**config.mk**
```make
export PLATFORM = sky130hd
export DESIGN_NAME = touch_to_led_expander_sequencer_flat
export DESIGN_NICKNAME = d
export VERILOG_FILES = /design/src/rtl/tle_pkg.sv /design/src/rtl/tle_req_if.sv /design/src/rtl/tle_rsp_if.sv /design/src/rtl/tle_csr.sv /design/src/rtl/tle_seq.sv /design/src/rtl/tle_rsp_reg.sv /design/src/rtl/touch_to_led_expander_sequencer.sv /design/src/flat_wrapper.sv
export SDC_FILE = /design/constraint.sdc
export NUM_CORES = 1
export LEC_CHECK = 0
export BUFFER_PORTS_ARGS = -buffer_cell sky130_fd_sc_hd__buf_2
export CELL_PAD_IN_SITES_DETAIL_PLACEMENT = 0
export CELL_PAD_IN_SITES_GLOBAL_PLACEMENT = 1
export CORE_MARGIN = 5
export CORE_UTILIZATION = 37
export DETAILED_ROUTE_END_ITERATION = 8
export MAX_ROUTING_LAYER = met4
export PLACE_DENSITY_LB_ADDON = 0.05
export SETUP_SLACK_MARGIN = 0.5
export SLEW_MARGIN = 20
export SYNTH_ARGS = -nofsm -noshare
export SYNTH_HDL_FRONTEND = slang
export SYNTH_SLANG_ARGS = --single-unit
```
**constraint.sdc**
```tcl
create_clock -name clock -period 2.8 [get_ports clock]
set_input_delay 0.42 -clock clock [delete_from_list [all_inputs] [get_ports clock]]
set_output_delay 0.42 -clock clock [all_outputs]
set_load 0.01 [all_outputs]
```
**src/rtl/tle_pkg.sv**
```systemverilog
// ----------------------------------------------------------------------------
// Touch LED sequencer package
// Shared types and codes for the touch to LED expander sequencer.
// ----------------------------------------------------------------------------
package tle_pkg;

   localparam int CsrAddrWidth = 3;
   localparam int CsrDataWidth = 32;

   localparam logic [6:0] DevAddrReset = 7'h20;

   localparam logic REQ_TOUCH    = 1'b0;
   localparam logic REQ_TRANSFER = 1'b1;

   localparam logic [1:0] KIND_PROBE = 2'd0;
   localparam logic [1:0] KIND_WRITE = 2'd1;
   localparam logic [1:0] KIND_DONE  = 2'd2;

   localparam logic [1:0] PH_IDLE       = 2'd0;
   localparam logic [1:0] PH_PRE_PROBE  = 2'd1;
   localparam logic [1:0] PH_WRITE      = 2'd2;
   localparam logic [1:0] PH_POST_PROBE = 2'd3;

   localparam logic [7:0] REG_DIR_A   = 8'h00;
   localparam logic [7:0] REG_DIR_B   = 8'h01;
   localparam logic [7:0] REG_LATCH_A = 8'h14;
   localparam logic [7:0] REG_LATCH_B = 8'h15;

   localparam logic [7:0] DIR_ALL_OUT = 8'h00;

   typedef struct packed {
      logic       req_type;
      logic [3:0] button_detect;
      logic       scroller_detect;
      logic [7:0] scroller_position;
      logic       transfer_ok;
   } req_beat_type;

   typedef struct packed {
      logic [1:0] command_kind;
      logic [6:0] target_address;
      logic [7:0] register_index;
      logic [7:0] register_value;
   } rsp_beat_type;

endpackage

```
**src/rtl/tle_req_if.sv**
```systemverilog
// ----------------------------------------------------------------------------
// Request channel interface
// Valid/ready channel carrying touch results and transfer completions.
// ----------------------------------------------------------------------------
interface tle_req_if;
   logic       valid;
   logic       ready;
   logic       req_type;
   logic [3:0] button_detect;
   logic       scroller_detect;
   logic [7:0] scroller_position;
   logic       transfer_ok;

   modport source (
      output valid, req_type, button_detect, scroller_detect, scroller_position,
         transfer_ok,
      input  ready
   );
   modport sink (
      input  valid, req_type, button_detect, scroller_detect, scroller_position,
         transfer_ok,
      output ready
   );
endinterface

```
**src/rtl/tle_rsp_if.sv**
```systemverilog
// ----------------------------------------------------------------------------
// Response channel interface
// Valid/ready channel carrying bus commands and completion notices.
// ----------------------------------------------------------------------------
interface tle_rsp_if;
   logic       valid;
   logic       ready;
   logic [1:0] command_kind;
   logic [6:0] target_address;
   logic [7:0] register_index;
   logic [7:0] register_value;

   modport source (
      output valid, command_kind, target_address, register_index, register_value,
      input  ready
   );
   modport sink (
      input  valid, command_kind, target_address, register_index, register_value,
      output ready
   );
endinterface

```
**src/rtl/tle_csr.sv**
```systemverilog
// ----------------------------------------------------------------------------
// Sequencer register block
// APB-style slave holding the expander bus address.
// ----------------------------------------------------------------------------
module tle_csr (
   input  logic                              clock,
   input  logic                              reset,
   input  logic                              csr_psel,
   input  logic                              csr_penable,
   input  logic                              csr_pwrite,
   input  logic [tle_pkg::CsrAddrWidth-1:0]  csr_paddr,
   input  logic [tle_pkg::CsrDataWidth-1:0]  csr_pwdata,
   output logic [tle_pkg::CsrDataWidth-1:0]  csr_prdata,
   output logic                              csr_pready,
   output logic [6:0]                        device_address
);
   import tle_pkg::*;

   logic [6:0] dev_addr_ff;
   logic [6:0] dev_addr_in;
   logic       sel_dev_addr;

   assign sel_dev_addr = (csr_paddr[2] == 1'b0);
   assign csr_pready   = 1'b1;

   always_comb begin
      dev_addr_in = dev_addr_ff;
      if (csr_psel && csr_penable && csr_pwrite && sel_dev_addr) begin
         dev_addr_in = csr_pwdata[6:0];
      end
   end

   always_ff @(posedge clock) begin
      if (reset) begin
         dev_addr_ff <= DevAddrReset;
      end else begin
         dev_addr_ff <= dev_addr_in;
      end
   end

   assign csr_prdata     = sel_dev_addr ? {{(CsrDataWidth-7){1'b0}}, dev_addr_ff}
                                        : '0;
   assign device_address = dev_addr_ff;
endmodule

```
**src/rtl/tle_seq.sv**
```systemverilog
// ----------------------------------------------------------------------------
// Sequencer core
// Holds the update state and turns each accepted beat into at most one command.
// ----------------------------------------------------------------------------
module tle_seq (
   input  logic                  clock,
   input  logic                  reset,
   input  logic                  accept,
   input  tle_pkg::req_beat_type req_beat,
   input  logic [6:0]            device_address,
   output logic                  has_result,
   output tle_pkg::rsp_beat_type rsp_beat
);
   import tle_pkg::*;

   logic [1:0] phase_ff,        phase_in;
   logic       port_a_set_ff,   port_a_set_in;
   logic       port_b_set_ff,   port_b_set_in;
   logic       buttons_sent_ff, buttons_sent_in;
   logic       slider_sent_ff,  slider_sent_in;
   logic [7:0] button_byte_ff,  button_byte_in;
   logic [7:0] slider_byte_ff,  slider_byte_in;

   logic [1:0] kind;
   logic [7:0] reg_index;
   logic [7:0] reg_value;
   logic [7:0] new_slider;
   logic [7:0] new_buttons;

   assign new_buttons = {req_beat.button_detect[0], req_beat.button_detect[1],
                         req_beat.button_detect[2], req_beat.button_detect[3], 4'b0000};
   assign new_slider  = req_beat.scroller_detect
                      ? 8'(8'hFF << (3'd7 - req_beat.scroller_position[7:5])) : 8'h00;

   always_comb begin
      phase_in        = phase_ff;
      port_a_set_in   = port_a_set_ff;
      port_b_set_in   = port_b_set_ff;
      buttons_sent_in = buttons_sent_ff;
      slider_sent_in  = slider_sent_ff;
      button_byte_in  = button_byte_ff;
      slider_byte_in  = slider_byte_ff;
      has_result      = 1'b0;
      kind            = KIND_PROBE;
      reg_index       = 8'h00;
      reg_value       = 8'h00;
      if (accept) begin
         if (req_beat.req_type == REQ_TOUCH) begin
            if (phase_ff == PH_IDLE) begin
               button_byte_in  = new_buttons;
               slider_byte_in  = new_slider;
               buttons_sent_in = 1'b0;
               slider_sent_in  = 1'b0;
               phase_in        = PH_PRE_PROBE;
               has_result      = 1'b1;
            end
         end else begin
            unique case (phase_ff)
               PH_IDLE: begin
                  has_result = 1'b0;
               end
               PH_PRE_PROBE: begin
                  has_result = 1'b1;
                  if (req_beat.transfer_ok) begin
                     phase_in = PH_WRITE;
                     kind     = KIND_WRITE;
                     priority if (!port_a_set_ff) begin
                        port_a_set_in = 1'b1;
                        reg_index     = REG_DIR_A;
                        reg_value     = DIR_ALL_OUT;
                     end else if (!port_b_set_ff) begin
                        port_b_set_in = 1'b1;
                        reg_index     = REG_DIR_B;
                        reg_value     = DIR_ALL_OUT;
                     end else if (!buttons_sent_ff) begin
                        buttons_sent_in = 1'b1;
                        reg_index       = REG_LATCH_A;
                        reg_value       = button_byte_ff;
                     end else begin
                        slider_sent_in = 1'b1;
                        reg_index      = REG_LATCH_B;
                        reg_value      = slider_byte_ff;
                     end
                  end
               end
               PH_WRITE: begin
                  has_result = 1'b1;
                  phase_in   = req_beat.transfer_ok ? PH_POST_PROBE : PH_PRE_PROBE;
               end
               PH_POST_PROBE: begin
                  has_result = 1'b1;
                  if (req_beat.transfer_ok) begin
                     if (slider_sent_ff) begin
                        phase_in = PH_IDLE;
                        kind     = KIND_DONE;
                     end else begin
                        phase_in = PH_PRE_PROBE;
                     end
                  end
               end
               default: begin
                  has_result = 1'b0;
               end
            endcase
         end
      end
   end

   always_ff @(posedge clock) begin
      if (reset) begin
         phase_ff        <= PH_IDLE;
         port_a_set_ff   <= 1'b0;
         port_b_set_ff   <= 1'b0;
         buttons_sent_ff <= 1'b0;
         slider_sent_ff  <= 1'b0;
         button_byte_ff  <= 8'h00;
         slider_byte_ff  <= 8'h00;
      end else begin
         phase_ff        <= phase_in;
         port_a_set_ff   <= port_a_set_in;
         port_b_set_ff   <= port_b_set_in;
         buttons_sent_ff <= buttons_sent_in;
         slider_sent_ff  <= slider_sent_in;
         button_byte_ff  <= button_byte_in;
         slider_byte_ff  <= slider_byte_in;
      end
   end

   assign rsp_beat.command_kind   = kind;
   assign rsp_beat.target_address = (kind == KIND_DONE) ? 7'd0 : device_address;
   assign rsp_beat.register_index = reg_index;
   assign rsp_beat.register_value = reg_value;

   a_slider_after_setup: assert property (@(posedge clock) disable iff (reset)
      slider_sent_ff |-> (buttons_sent_ff && port_a_set_ff && port_b_set_ff))
      else $error("Slider latch marked sent before the earlier writes.");

   a_touch_starts_update: assert property (@(posedge clock) disable iff (reset)
      (accept && req_beat.req_type == REQ_TOUCH && phase_ff == PH_IDLE)
      |=> (phase_ff == PH_PRE_PROBE && !slider_sent_ff && !buttons_sent_ff))
      else $error("Touch beat while idle did not start an update.");

   a_done_goes_idle: assert property (@(posedge clock) disable iff (reset)
      (has_result && kind == KIND_DONE) |=> (phase_ff == PH_IDLE))
      else $error("Completion notice issued without returning to idle.");

   a_idle_transfer_silent: assert property (@(posedge clock) disable iff (reset)
      (accept && req_beat.req_type == REQ_TRANSFER && phase_ff == PH_IDLE)
      |-> !has_result)
      else $error("Transfer beat while idle produced a command.");
endmodule

```
**src/rtl/tle_rsp_reg.sv**
```systemverilog
// ----------------------------------------------------------------------------
// Response output stage
// Output register with a skid entry so the request side keeps flowing.
// ----------------------------------------------------------------------------
module tle_rsp_reg (
   input  logic                  clock,
   input  logic                  reset,
   input  logic                  push,
   input  tle_pkg::rsp_beat_type push_beat,
   output logic                  can_accept,
   tle_rsp_if.source             rsp_chan
);
   import tle_pkg::*;

   logic         out_valid_ff,  out_valid_in;
   logic         skid_valid_ff, skid_valid_in;
   rsp_beat_type out_beat_ff,   out_beat_in;
   rsp_beat_type skid_beat_ff,  skid_beat_in;
   logic         pop;

   assign pop = out_valid_ff && rsp_chan.ready;

   always_comb begin
      out_valid_in  = out_valid_ff;
      skid_valid_in = skid_valid_ff;
      out_beat_in   = out_beat_ff;
      skid_beat_in  = skid_beat_ff;
      if (skid_valid_ff) begin
         if (pop) begin
            out_beat_in   = skid_beat_ff;
            skid_valid_in = 1'b0;
         end
      end else if (!out_valid_ff || pop) begin
         out_valid_in = push;
         out_beat_in  = push_beat;
      end else if (push) begin
         skid_valid_in = 1'b1;
         skid_beat_in  = push_beat;
      end
   end

   always_ff @(posedge clock) begin
      if (reset) begin
         out_valid_ff  <= 1'b0;
         skid_valid_ff <= 1'b0;
      end else begin
         out_valid_ff  <= out_valid_in;
         skid_valid_ff <= skid_valid_in;
      end
      out_beat_ff  <= out_beat_in;
      skid_beat_ff <= skid_beat_in;
   end

   assign can_accept              = !skid_valid_ff;
   assign rsp_chan.valid          = out_valid_ff;
   assign rsp_chan.command_kind   = out_beat_ff.command_kind;
   assign rsp_chan.target_address = out_beat_ff.target_address;
   assign rsp_chan.register_index = out_beat_ff.register_index;
   assign rsp_chan.register_value = out_beat_ff.register_value;
endmodule

```
**src/rtl/touch_to_led_expander_sequencer.sv**
```systemverilog
// ----------------------------------------------------------------------------
// Touch to LED expander sequencer
// Turns touch results and bus completions into LED expander bus commands.
//
// The request channel carries touch results and bus transfer completions;
// the response channel carries probe and register write commands for the
// expander and a completion notice at the end of each update. The APB port
// holds the expander's seven-bit bus address at offset 0.
// Each request beat is handled in the cycle it is accepted; its command,
// if any, is registered in the response output stage. A new request beat
// can be taken every cycle while the skid entry is empty, since the state
// update is one pass of logic between the state and response registers.
// The response side has an output register and one skid entry: while the
// receiver stalls, one more command can be absorbed, after which request
// ready drops until the skid entry drains.
// Reset returns the sequencer to idle, forgets that the port directions were
// set, clears the latched button and slider bytes and sets the bus address
// to 0x20. No response is pending after reset.
// ----------------------------------------------------------------------------
module touch_to_led_expander_sequencer (
   input  logic                              clock,
   input  logic                              reset,
   tle_req_if.sink                           req_chan,
   tle_rsp_if.source                         rsp_chan,
   input  logic                              csr_psel,
   input  logic                              csr_penable,
   input  logic                              csr_pwrite,
   input  logic [tle_pkg::CsrAddrWidth-1:0]  csr_paddr,
   input  logic [tle_pkg::CsrDataWidth-1:0]  csr_pwdata,
   output logic [tle_pkg::CsrDataWidth-1:0]  csr_prdata,
   output logic                              csr_pready
);
   import tle_pkg::*;

   logic         accept;
   logic         can_accept;
   logic         has_result;
   logic [6:0]   device_address;
   req_beat_type req_beat;
   rsp_beat_type rsp_beat;

   assign req_chan.ready             = can_accept;
   assign accept                     = req_chan.valid && can_accept;
   assign req_beat.req_type          = req_chan.req_type;
   assign req_beat.button_detect     = req_chan.button_detect;
   assign req_beat.scroller_detect   = req_chan.scroller_detect;
   assign req_beat.scroller_position = req_chan.scroller_position;
   assign req_beat.transfer_ok       = req_chan.transfer_ok;

   tle_csr u_csr (
      .clock          (clock),
      .reset          (reset),
      .csr_psel       (csr_psel),
      .csr_penable    (csr_penable),
      .csr_pwrite     (csr_pwrite),
      .csr_paddr      (csr_paddr),
      .csr_pwdata     (csr_pwdata),
      .csr_prdata     (csr_prdata),
      .csr_pready     (csr_pready),
      .device_address (device_address)
   );

   tle_seq u_seq (
      .clock          (clock),
      .reset          (reset),
      .accept         (accept),
      .req_beat       (req_beat),
      .device_address (device_address),
      .has_result     (has_result),
      .rsp_beat       (rsp_beat)
   );

   tle_rsp_reg u_rsp_reg (
      .clock      (clock),
      .reset      (reset),
      .push       (has_result),
      .push_beat  (rsp_beat),
      .can_accept (can_accept),
      .rsp_chan   (rsp_chan)
   );
endmodule
```
**src/flat_wrapper.sv**
```systemverilog
// flat-port wrapper written by rule: the top's interface ports become plain ports
module touch_to_led_expander_sequencer_flat import tle_pkg::*;
  (clock, reset, csr_psel, csr_penable, csr_pwrite, csr_paddr, csr_pwdata, csr_prdata, csr_pready, req_chan_valid, req_chan_req_type, req_chan_button_detect, req_chan_scroller_detect, req_chan_scroller_position, req_chan_transfer_ok, req_chan_ready, rsp_chan_valid, rsp_chan_command_kind, rsp_chan_target_address, rsp_chan_register_index, rsp_chan_register_value, rsp_chan_ready);
  tle_req_if req_chan_i ();
  tle_rsp_if rsp_chan_i ();
  input  logic clock;
  input  logic reset;
  input  logic csr_psel;
  input  logic csr_penable;
  input  logic csr_pwrite;
  input  logic [tle_pkg::CsrAddrWidth-1:0] csr_paddr;
  input  logic [tle_pkg::CsrDataWidth-1:0] csr_pwdata;
  output logic [tle_pkg::CsrDataWidth-1:0] csr_prdata;
  output logic csr_pready;
  input wire logic [$bits(req_chan_i.valid)-1:0] req_chan_valid;
  input wire logic [$bits(req_chan_i.req_type)-1:0] req_chan_req_type;
  input wire logic [$bits(req_chan_i.button_detect)-1:0] req_chan_button_detect;
  input wire logic [$bits(req_chan_i.scroller_detect)-1:0] req_chan_scroller_detect;
  input wire logic [$bits(req_chan_i.scroller_position)-1:0] req_chan_scroller_position;
  input wire logic [$bits(req_chan_i.transfer_ok)-1:0] req_chan_transfer_ok;
  output wire logic [$bits(req_chan_i.ready)-1:0] req_chan_ready;
  output wire logic [$bits(rsp_chan_i.valid)-1:0] rsp_chan_valid;
  output wire logic [$bits(rsp_chan_i.command_kind)-1:0] rsp_chan_command_kind;
  output wire logic [$bits(rsp_chan_i.target_address)-1:0] rsp_chan_target_address;
  output wire logic [$bits(rsp_chan_i.register_index)-1:0] rsp_chan_register_index;
  output wire logic [$bits(rsp_chan_i.register_value)-1:0] rsp_chan_register_value;
  input wire logic [$bits(rsp_chan_i.ready)-1:0] rsp_chan_ready;
  assign req_chan_i.valid = req_chan_valid;
  assign req_chan_i.req_type = req_chan_req_type;
  assign req_chan_i.button_detect = req_chan_button_detect;
  assign req_chan_i.scroller_detect = req_chan_scroller_detect;
  assign req_chan_i.scroller_position = req_chan_scroller_position;
  assign req_chan_i.transfer_ok = req_chan_transfer_ok;
  assign req_chan_ready = req_chan_i.ready;
  assign rsp_chan_valid = rsp_chan_i.valid;
  assign rsp_chan_command_kind = rsp_chan_i.command_kind;
  assign rsp_chan_target_address = rsp_chan_i.target_address;
  assign rsp_chan_register_index = rsp_chan_i.register_index;
  assign rsp_chan_register_value = rsp_chan_i.register_value;
  assign rsp_chan_i.ready = rsp_chan_ready;
  touch_to_led_expander_sequencer u_core (.clock(clock), .reset(reset), .req_chan(req_chan_i), .rsp_chan(rsp_chan_i), .csr_psel(csr_psel), .csr_penable(csr_penable), .csr_pwrite(csr_pwrite), .csr_paddr(csr_paddr), .csr_pwdata(csr_pwdata), .csr_prdata(csr_prdata), .csr_pready(csr_pready));
endmodule
```
==> qor.txt, run 1 <==
CTS tree -> built
Synth Register Bits -> 65
first-pass detailed-route iteration total -> 4
DRC violations left -> 0
Filler cells -> 834
worst hold-check path type -> in -> reg
Mapped Area -> 0.00311 mm2
RSZ-0062 raised after global routing -> no
Core Rows -> 33
Worst VDD drop -> 0.251 mV
first-pass GRT wire length -> 9760 um
GRT Util Overall -> 0.127
postcts setup bufs -> 0
WL/cell -> 13.4 um
final setup TNS -> 0 ns
number of nets in the layout -> 407
crit end category -> primary output
Achievable Freq -> 0.476 GHz
Die H -> 102 um
Longest Clk Path Bufs -> 2
Max Clock Skew -> 0.00658 ns
CTS Buf Count -> 9
layout cells sized above 1 -> 0.244
CTS sink cnt -> 65
area of the die -> 0.0103 mm2
Distinct cells, synth -> 42
Leak -> 0.00152 uW
Mapped Avg Cell Area -> 10.7 um2
vias in the first global route -> 1,899
pin count of the biggest net entering global routing -> 28
Fin. Hold Viols -> 0
via count -> 2,035
Synth Instances -> 292
Slew @ Worst Pin -> 0.960 ns
outcome -> finished, final reports clean
cts hold-fix bufs -> 0
Max-slew headroom -> 0.359
die span in x -> 102 um
final setup vio count -> 0
drt total wl -> 6080 um
PortBufs -> 53
Crit path required time -> 2.38 ns
number of I/O pins -> 117
GPL Wtd Cong -> 0.716
critical path peak fanout -> 27
Final Max Slew Viols -> 0
PD cells -> 595 mW/mm2
Skew-Pair Late Insertion Delay -> 0.34 ns
sequential-to-total area share from yosys stat -> 0.541
Crit Path Category -> reg -> out
vias per cell -> 4.48
Arr. time, crit path -> 1.68 ns
grt ovf -> 0
DRT antenna net count -> 0
dpl hpwl -> 4260 um
YS warnings -> 0
Worst-path clk slew -> 0.07 ns
CTS root buf -> clkbuf_8
Max-Cap Viols -> 0
initial antenna violation count -> 0
core area -> 0.00822 mm2
Worst setup SP type -> flop
Starting Density -> 0.379
post-cts repair resize count -> 0
Tmin final -> 2.10 ns
Area growth syn-to-layout -> 13.8%
Final period util -> 0.751
number of H-tree levels -> 3
worst hold slack -> 0.319 ns
starting DRC count in detailed routing -> 55
ant diodes -> 0
-- metrics by stage --
| stage | instances | setup WS (ns) | util | total power [uW] | instance area [um2] |
|---|---|---|---|---|---|
| final | 454 | 0.698 | 0.431 | 2110 | 3540 |
| after global placement | 438 | 0.707 | 0.406 | 1330 | 3330 |
| after global routing | 454 | 0.559 | 0.431 | 2210 | 3540 |
| after floorplan | 321 | 0.676 | - | 1280 | 3220 |
| after detailed placement | 438 | 0.691 | 0.406 | 1330 | 3330 |
| after CTS | 454 | 0.643 | 0.431 | 2140 | 3540 |
-- cell usage in the layout (no fill, tap or decap), types with 4 or more instances in the layout --
cell type and count:
edfxtp_1 38, buf_4 4, o21ai_0 6, o21ai_2 7
nand2_1 44, inv_1 8, a21oi_1 15, nor2b_1 12
clkbuf_8 10, mux2i_1 12, and2_1 4, buf_2 53
nand3_1 5, dfxtp_1 27, conb_1 31, ha_1 6
and2b_1 6, a22o_1 4, nand2b_1 5, nor2_1 15
-- kinds of logic after synthesis --
logic type	share of synthesized area
AND/OR/NAND/NOR	0.165
flip-flops	0.541
buffers and inverters	0.111
AO/OA/AOI/OAI	0.114
multiplexers	0.0422
adder cells (fa/ha/maj)	0.0241
other	0.00241
-- where the power goes --
part           total (uW)  switching (uW)  leakage, uW  internal (uW)
logic                 214             134     0.000832           79.6
clock network         804             367    0.0000949            436
registers            1090            25.2     0.000589           1060
-- layout make-up --
class	count	area (um2)	share of cell area
inverter	9	33.8	0.00955
clock buffer	10	138	0.0389
multi-input combinational	202	1190	0.337
tap	105	131	0.0371
clock inverter	6	66.3	0.0187
timing repair buffer	57	295	0.0835
sequential	65	1680	0.475
-- path summary, 6_finish.rpt --
kind	end	slack, ns	startpoint	cells past startpoint
worst max-delay path	req_chan_ready	0.70	u_core.u_rsp_reg.skid_valid_ff$_SDFF_PP0_	2
worst min-delay path	u_core.u_seq.button_byte_ff[4]$_SDFFE_PP0P_	0.32	req_chan_button_detect[3]	3
worst max register to register	u_core.u_rsp_reg.rsp_chan.register_value[2]$_DFFE_PP_	0.74	u_core.u_rsp_reg.skid_valid_ff$_SDFF_PP0_	3
worst min register to register	u_core.u_seq.slider_byte_ff[4]$_SDFFE_PP0P_	0.45	u_core.u_seq.slider_byte_ff[4]$_SDFFE_PP0P_	2
-- routing by layer --
layer / routed length (um) / global-route usage / up-vias / share of wire
met5: 0 / - / - / 0
met4: 104 / 0.0552 / 0 / 0.017
met3: 304 / 0.0248 / 10 / 0.050
met2: 2690 / 0.182 / 60 / 0.44
met1: 2980 / 0.175 / 914 / 0.49
li1: - / - / 1051 / -
-- synth_stat cells (all sizes together) --
| cell | count | area [um2] |
|---|---|---|
| mux2 | 1 | 11.3 |
| o2111ai | 2 | 17.5 |
| nand3b | 1 | 7.51 |
| o211ai | 3 | 22.5 |
| nor2b | 12 | 75.1 |
| dfxtp | 27 | 541 |
| clkinv | 1 | 3.75 |
| a21o | 3 | 22.5 |
| a22o | 4 | 35.0 |
| nand4bb | 1 | 11.3 |
| and4bb | 1 | 12.5 |
| o221a | 1 | 11.3 |
| and2b | 6 | 45.0 |
| nand4b | 2 | 17.5 |
| nand2b | 5 | 31.3 |
| a311oi | 1 | 15.0 |
| nand3 | 5 | 25.0 |
| buf | 38 | 285 |
| o21a | 1 | 7.51 |
| nor2 | 15 | 56.3 |
| and3 | 2 | 12.5 |
| clkbuf | 7 | 26.3 |
| or2 | 1 | 6.26 |
| a21oi | 15 | 75.1 |
| mux2i | 12 | 120 |
| conb | 2 | 7.51 |
| and2 | 4 | 25.0 |
| inv | 8 | 30.0 |
| nand4 | 1 | 6.26 |
| nand2 | 44 | 165 |
| o21ai | 15 | 101 |
| edfxtp | 38 | 1140 |
| a31oi | 1 | 6.26 |
| and4 | 2 | 17.5 |
| o311ai | 1 | 8.76 |
| a221oi | 3 | 32.5 |
| ha | 6 | 75.1 |
-- critical path: stages (launching register included) --
cell	delay, ns
dfxtp_1	0.95
clkinv_1	0.20
buf_2	0.19
-- flip-flops by register name, indices dropped and copies added (netlist names) --
signal,flops
u_core.u_rsp_reg.skid_beat_ff,19
u_core.u_rsp_reg.rsp_chan.register_value,8
u_core.u_seq.slider_byte_ff,8
u_core.u_csr.device_address,7
u_core.u_rsp_reg.rsp_chan.target_address,7
u_core.u_seq.button_byte_ff,4
u_core.u_rsp_reg.rsp_chan.command_kind,2
u_core.u_rsp_reg.rsp_chan.register_index,2
u_core.u_seq.phase_ff,2
u_core.u_rsp_reg.rsp_chan.valid,1
u_core.u_rsp_reg.skid_valid_ff,1
u_core.u_seq.buttons_sent_ff,1
u_core.u_seq.port_a_set_ff,1
u_core.u_seq.port_b_set_ff,1
u_core.u_seq.slider_sent_ff,1
Power figures use the tool's default switching activity.
==> inputs of run 2 (changes only) <==
Clock period 2.8 ns to 2.15 ns, I/O delays scaled along.
==> run 2 against run 1 <==
Compared with the run above:
- global-route usage barely moved
- total power rose by 38%
- routed wire length rose by 3.1%
- combinational power rose by 49%
- register-to-register slack got worse by 0.21 ns
- hold slack got worse by 0.11 ns
- via count rose by 3.7%
- first-iteration DRC count rose by 11%
==> qor.txt, run 2 (same netlist as run 1, synthesis figures left out) <==
outcome -> finished, final reports clean (unchanged)
area of the die -> 0.0103 mm2 (unchanged)
number of nets in the layout -> 417 (was 407)
worst hold-check path type -> in -> reg (unchanged)
Final period util -> 0.755
number of I/O pins -> 117 (unchanged)
die span in x -> 102 um (unchanged)
CTS tree -> built (unchanged)
vias in the first global route -> 1,943 (was 1,899)
Crit path required time -> 2.20 ns (was 2.38 ns)
first-pass detailed-route iteration total -> 4 (unchanged)
Max Clock Skew -> 0.0125 ns (was 0.00658 ns)
drt total wl -> 6260 um (was 6080 um)
core area -> 0.00822 mm2 (unchanged)
Final Max Slew Viols -> 0 (unchanged)
first-pass GRT wire length -> 9720 um (was 9760 um)
Biggest register -> u_core.u_rsp_reg.skid_beat_ff (unchanged)
Sw Share -> 0.251 (was 0.250)
Leak -> 0.00160 uW (was 0.00152 uW)
critical path peak fanout -> 10 (was 27)
RSZ-0062 raised after global routing -> yes (was no)
combinational share of power -> 0.109 (was 0.101)
Area growth syn-to-layout -> 21.1% (was 13.8%)
max incr delay on CP -> 0.39 ns (was 0.95 ns)
clock power share -> 0.403 (was 0.382)
CTS Buf Count -> 9 (unchanged)
post-placement worst setup slack -> 0.193 ns (was 0.691 ns)
PortBufs -> 53 (unchanged)
dpl hpwl -> 4400 um (was 4260 um)
sequential share of power -> 0.488 (was 0.517)
commonest cells after routing, fill and taps aside -> buf_2 (53), nand2_1 (44), edfxtp_1 (38) (unchanged)
CTS sink cnt -> 65 (unchanged)
Arr. time, crit path -> 1.68 ns (about the same)
Starting Density -> 0.379 (unchanged)
flip-flop count of the largest register after layout -> 19 (unchanged)
Slew @ Worst Pin -> 0.588 ns (was 0.960 ns)
GPL Wtd Cong -> 0.731 (was 0.716)
Psw -> 730 uW (was 527 uW)
Worst Setup Slack, final -> 0.526 ns (was 0.698 ns)
starting DRC count in detailed routing -> 61 (was 55)
WL/cell -> 13.5 um (was 13.4 um)
layout cells sized above 1 -> 0.306 (was 0.244)
most common cell after layout, fill and taps aside -> buf_2 (unchanged)
Tmin final -> 1.62 ns
crit end category -> flop (was primary output)
initial antenna violation count -> 0 (unchanged)
Max-Cap Viols -> 0 (unchanged)
ant diodes -> 0 (unchanged)
final setup vio count -> 0 (unchanged)
CP cell instances -> inv_2 > ha_1 > nor2b_1 > o211ai_1 > nor2_4 > buf_12 (was clkinv_1 > buf_2)
Filler cells -> 808 (was 834)
final setup TNS -> 0 ns (unchanged)
Worst setup SP type -> flop (unchanged)
Worst VDD drop -> 0.355 mV (was 0.251 mV)
Int Power -> 2170 uW (was 1580 uW)
Critical path buffers and inverters -> 2 (unchanged)
PD cells -> 771 mW/mm2 (was 595 mW/mm2)
DRT antenna net count -> 0 (unchanged)
Achievable Freq -> 0.616 GHz
CP delay by family, top -> flip-flops (unchanged)
GRT Util Overall -> 0.127 (about the same)
Die H -> 102 um (unchanged)
Max-slew headroom -> 0.607 (was 0.359)
pin count of the biggest net entering global routing -> 27 (was 28)
Core Rows -> 33 (unchanged)
Longest Clk Path Bufs -> 2 (unchanged)
number of H-tree levels -> 3 (unchanged)
DRC violations left -> 0 (unchanged)
Crit Path Category -> reg -> reg (was reg -> out)
slowest cell on the critical path -> dfxtp_2 (was dfxtp_1)
Skew-Pair Late Insertion Delay -> 0.34 ns (about the same)
Fin. Hold Viols -> 0 (unchanged)
CTS root buf -> clkbuf_8 (unchanged)
grt ovf -> 0 (unchanged)
via count -> 2,111 (was 2,035)
vias per cell -> 4.55 (was 4.48)
Worst-path clk slew -> 0.08 ns (was 0.07 ns)
[run 2: changes by cell type in the layout (fill, tap and decap cells not counted), sizes merged]
| cell | change |
|---|---|
| buf | +10 |
| inv | +2 |
| bufinv | +1 |
| clkbuf | -1 |
| clkinv | -1 |
| clkinvlp | -1 |
[run 2: final timing paths]
path	cells after the start	slack, ns	from	end
max	6	0.53	u_core.u_seq.phase_ff[0]$_SDFFE_PP0P_	u_core.u_rsp_reg.skid_beat_ff[16]$_DFFE_PP_
min	3	0.21	req_chan_button_detect[3]	u_core.u_seq.button_byte_ff[4]$_SDFFE_PP0P_
max reg2reg	6	0.53	u_core.u_seq.phase_ff[0]$_SDFFE_PP0P_	u_core.u_rsp_reg.skid_beat_ff[16]$_DFFE_PP_
min reg2reg	2	0.45	u_core.u_seq.slider_byte_ff[6]$_SDFFE_PP0P_	u_core.u_seq.slider_byte_ff[6]$_SDFFE_PP0P_
[run 2: repair_timing]
item / in CTS / in global routing
setup endpoints to repair: 46 / 40
pin swaps: 3 / 3
hold buffers: 0 / 0
buffers inserted: 7 / 2
gates resized for setup: 13 / 5
[run 2: worst register-to-register path, delay by kind of cell (launching register included)]
kind,cells,cell delay [ns]
flip-flops,1,0.39
AO/OA/AOI/OAI,1,0.17
adder cells (fa/ha/maj),1,0.20
buffers and inverters,2,0.23
AND/OR/NAND/NOR,2,0.35
[run 2: per-layer routing]
layer,share of wire,track usage
met1,0.49,0.176
met5,0,-
met3,0.058,0.0248
met4,0.018,0.0583
met2,0.44,0.178
[run 2: power groups by stage]
stage	registers, uW	clock network, uW	logic, uW
3_5_place_dp	1450	0	293
6_report	1420	1170	318
5_1_grt	1420	1260	355
2_1_floorplan	1460	0	202
3_3_place_gp	1440	0	291
4_1_cts	1420	1210	314
[run 2: final cells by class]
type / instances / area [um2] / area share
clock buffer: 9 / 124 / 0.0329
clock inverter: 7 / 101 / 0.0269
inverter: 9 / 36.3 / 0.00963
multi-input combinational: 202 / 1250 / 0.333
sequential: 65 / 1690 / 0.448
tap: 105 / 131 / 0.0349
timing repair buffer: 67 / 432 / 0.115
[run 2: metrics by stage]
stage                     total power [uW]  instance area [um2]  std cells  utilization  hold WS, ns
after floorplan                       1670                 3240        321            -        0.432
final                                 2900                 3770        464        0.459        0.212
after global routing                  3030                 3770        464        0.459        0.208
after global placement                1730                 3370        439        0.410        0.438
after CTS                             2940                 3740        462        0.455        0.194
after detailed placement              1740                 3370        439        0.410        0.447
==> inputs of run 3 (changes only) <==
Settings changed: ABC_AREA set to 1, CORE_UTILIZATION 37 to 36.
Clock period 2.15 ns to 1.6 ns, I/O delays scaled along.
==> run 3 against run 2 <==
Compared with the run above:
- clock power increased by 5%
- sequential power up 39%
- sequential cell count unchanged
- count of clock-buffer cells in the layout did not move
- largest cell class unchanged
- first-iteration DRC count increased by 62%
- routed wire length up 18%
- via count rose by 17%
- synthesized cell count rose by 20%
- critical path depth grew 1
- combinational power grew to 2.8 times the previous value
==> qor.txt, run 3 <==
drt total wl -> 7390 um (was 6260 um)
core area -> 0.00868 mm2 (was 0.00822 mm2)
worst hold-check path type -> in -> reg (unchanged)
Worst VDD drop -> 0.467 mV (was 0.355 mV)
number of I/O pins -> 117 (unchanged)
layout cells sized above 1 -> 0.490 (was 0.306)
pin count of the biggest net entering global routing -> 15 (was 27)
first-pass GRT wire length -> 12,100 um (was 9720 um)
r2r startpoint -> u_core.u_seq.phase_ff[1]$_SDFFE_PP0P_ (was u_core.u_seq.phase_ff[0]$_SDFFE_PP0P_)
number of H-tree levels -> 3 (unchanged)
Crit path required time -> 1.65 ns (was 2.20 ns)
PortBufs -> 53 (unchanged)
dpl hpwl -> 4770 um (was 4400 um)
GPL Wtd Cong -> 0.773 (was 0.731)
count leader, synth -> nand2_1 (unchanged)
Mapped Avg Cell Area -> 9.12 um2 (was 10.7 um2)
Skew-Pair Late Insertion Delay -> 0.34 ns (about the same)
first-pass detailed-route iteration total -> 4 (unchanged)
Filler cells -> 850 (was 808)
most used cell, CP -> nor2_4
grt ovf -> 0 (unchanged)
Distinct cells, synth -> 29 (was 42)
R2R Path End -> u_core.u_rsp_reg.skid_beat_ff[23]$_DFFE_PP_ (was u_core.u_rsp_reg.skid_beat_ff[16]$_DFFE_PP_)
number of nets in the layout -> 519 (was 417)
Achievable Freq -> 0.689 GHz (was 0.616 GHz)
Worst-path clk slew -> 0.08 ns (about the same)
YS warnings -> 0 (unchanged)
storage element area -> 0.00171 mm2 (was 0.00169 mm2)
Final Max Slew Viols -> 0 (unchanged)
Synth Instances -> 350 (was 292)
commonest cells after routing, fill and taps aside -> nand2_1 (65), buf_2 (52), edfxtp_1 (38) (was buf_2 (53), nand2_1 (44), edfxtp_1 (38))
PD cells -> 885 mW/mm2 (was 771 mW/mm2)
async set or reset register ratio after synthesis -> 0 (unchanged)
initial antenna violation count -> 0 (unchanged)
Synth Register Bits -> 65 (unchanged)
top cells by area, synth -> edfxtp_1 (36%), dfxtp_1 (17%), nand2_1 (9.6%), buf_4 (7.5%), inv_1 (4.6%) (was edfxtp_1 (37%), dfxtp_1 (17%), buf_4 (8.0%), nand2_1 (5.3%), mux2i_1 (3.9%))
most common cell after layout, fill and taps aside -> nand2_1 (was buf_2)
CTS tree -> built (unchanged)
Max-Cap Viols -> 0 (unchanged)
Crit Path Category -> reg -> reg (unchanged)
area fraction of the dominant cell type after synthesis -> 0.358 (was 0.367)
outcome -> finished, final reports clean (unchanged)
final setup vio count -> 0 (unchanged)
Core Rows -> 34 (was 33)
Worst setup SP type -> flop (unchanged)
RSZ-0062 raised after global routing -> yes (unchanged)
Worst Setup SP -> u_core.u_seq.phase_ff[1]$_SDFFE_PP0P_ (was u_core.u_seq.phase_ff[0]$_SDFFE_PP0P_)
CP cell instances -> inv_6 > ha_4 > nor2_4 > nor2_4 > nand3_4 > clkinvlp_4 > buf_12 (was inv_2 > ha_1 > nor2b_1 > o211ai_1 > nor2_4 > buf_12)
Synth area leader -> edfxtp_1 (unchanged)
Final period util -> 0.908 (was 0.755)
ys flop type -> edfxtp_1 (unchanged)
Fin. Hold Viols -> 0 (unchanged)
Post-Route Utilization -> 0.532 (was 0.459)
crit end category -> flop (unchanged)
Longest Clk Path Bufs -> 2 (unchanged)
max incr delay on CP -> 0.38 ns (was 0.39 ns)
sequential-to-total area share from yosys stat -> 0.527 (was 0.541)
cts hold-fix bufs -> 0 (unchanged)
GRT Util Overall -> 0.143 (was 0.127)
DRT antenna net count -> 0 (unchanged)
area of the die -> 0.0108 mm2 (was 0.0103 mm2)
DRC violations left -> 0 (unchanged)
FF-to-FF path depth -> 7 (was 6)
critical path peak fanout -> 11 (was 10)
Starting Density -> 0.368 (was 0.379)
CTS sink cnt -> 65 (unchanged)
Tmin final -> 1.45 ns (was 1.62 ns)
flip-flop count of the largest register after layout -> 19 (unchanged)
CTS Buf Count -> 9 (unchanged)
slowest cell on the critical path -> dfxtp_4 (was dfxtp_2)
Biggest register -> u_core.u_rsp_reg.skid_beat_ff (unchanged)
Mapped Area -> 0.00319 mm2 (was 0.00311 mm2)
via count -> 2,463 (was 2,111)
vias per cell -> 4.33 (was 4.55)
vias in the first global route -> 2,440 (was 1,943)
ant diodes -> 0 (unchanged)
Post-synth top cells -> nand2_1 (82), inv_1 (39), edfxtp_1 (38) (was nand2_1 (44), edfxtp_1 (38), buf_4 (33))
final setup TNS -> 0 ns (unchanged)
WL/cell -> 13.0 um (was 13.5 um)
CTS root buf -> clkbuf_8 (unchanged)
multi-input logic area -> 0.00151 mm2 (was 0.00125 mm2)
r2r setup slk -> 0.15 ns (was 0.53 ns)
Critical Path End -> u_core.u_rsp_reg.skid_beat_ff[23]$_DFFE_PP_ (was u_core.u_rsp_reg.skid_beat_ff[16]$_DFFE_PP_)
Max Clock Skew -> 0.00823 ns (was 0.0125 ns)
Die H -> 104 um (was 102 um)
die span in x -> 104 um (was 102 um)
starting DRC count in detailed routing -> 99 (was 61)
Arr. time, crit path -> 1.51 ns (was 1.68 ns)
Post-synth EDFFs -> 38 (unchanged)
Area growth syn-to-layout -> 44.6% (was 21.1%)
Leak -> 0.00210 uW (was 0.00160 uW)
-- run 3: cell count changes in the layout (fill, tap and decap cells not counted), sizes merged, moves of 5 or more --
| cell | before | now |
|---|---|---|
| nand2 | 44 | 85 |
| buf | 67 | 104 |
| inv | 11 | 47 |
| nand3 | 5 | 25 |
| nor2 | 15 | 35 |
| mux2i | 12 | 0 |
| nor2b | 12 | 0 |
| and2b | 6 | 0 |
| a21oi | 15 | 20 |
| nand2b | 5 | 0 |
-- run 3: metal layers --
layer	track usage	share of wire
met1	0.187	0.46
met2	0.222	0.48
met3	0.0317	0.047
met4	0.0444	0.013
met5	-	0
-- run 3: through the flow --
| stage | hold WS [ns] | power (uW) | worst slack (ns) | area [um2] | instances |
|---|---|---|---|---|---|
| final | 0.109 | 4080 | 0.148 | 4610 | 569 |
| after global routing | 0.116 | 4310 | 0.0944 | 4610 | 569 |
| after global placement | 0.455 | 2550 | 0.0650 | 3550 | 507 |
| after detailed placement | 0.455 | 2560 | 0.0597 | 3550 | 507 |
| after floorplan | 0.302 | 2410 | 0.183 | 3360 | 379 |
| after CTS | 0.0914 | 4030 | 0.142 | 4350 | 556 |
-- run 3: cell families after synthesis --
family | synth area share
AO/OA/AOI/OAI | 0.0800
adder cells (fa/ha/maj) | 0.0235
buffers and inverters | 0.150
flip-flops | 0.527
other | 0.00235
AND/OR/NAND/NOR | 0.217
-- run 3: cell type report --
class	count	area share
Tap cell	108	0.0293
Timing Repair inverter	1	0.00190
Sequential cell	65	0.370
Timing Repair Buffer	106	0.190
Multi-Input combinational cell	227	0.328
Clock buffer	9	0.0269
Inverter	46	0.0442
Clock inverter	7	0.0100
-- run 3: how the worst min path moves through the flow --
stage	startpoint	to	slack, ns	cells after the start
6_report	req_chan_button_detect[3]	u_core.u_seq.button_byte_ff[4]$_SDFFE_PP0P_	0.11	3
5_1_grt	req_chan_button_detect[3]	u_core.u_seq.button_byte_ff[4]$_SDFFE_PP0P_	0.12	3
4_1_cts	req_chan_button_detect[3]	u_core.u_seq.button_byte_ff[4]$_SDFFE_PP0P_	0.09	3
3_5_place_dp	u_core.u_seq.slider_byte_ff[6]$_SDFFE_PP0P_	u_core.u_seq.slider_byte_ff[6]$_SDFFE_PP0P_	0.46	2
3_3_place_gp	u_core.u_seq.slider_byte_ff[6]$_SDFFE_PP0P_	u_core.u_seq.slider_byte_ff[6]$_SDFFE_PP0P_	0.45	2
2_1_floorplan	reset	u_core.u_rsp_reg.skid_valid_ff$_SDFF_PP0_	0.30	1
-- run 3: critical path: cells and delay by family, from the launching register on --
family / cells / cell delay (ns)
DFF: 1 / 0.38
buffers and inverters: 3 / 0.35
and+or+nand+nor: 3 / 0.27
adders and majority gates: 1 / 0.16
-- run 3: timing repair --
item / CTS / global route
buffers inserted: 28 / 12
pin swaps: 13 / 21
gates resized for setup: 88 / 47
setup endpoints to repair: 118 / 125
cloned: 5 / 1
-- run 3: power breakdown --
group	total [uW]	switching, uW	internal, uW
clock network	1230	676	559
registers	1970	65.7	1900
logic	881	471	410
total	4080	1210	2870
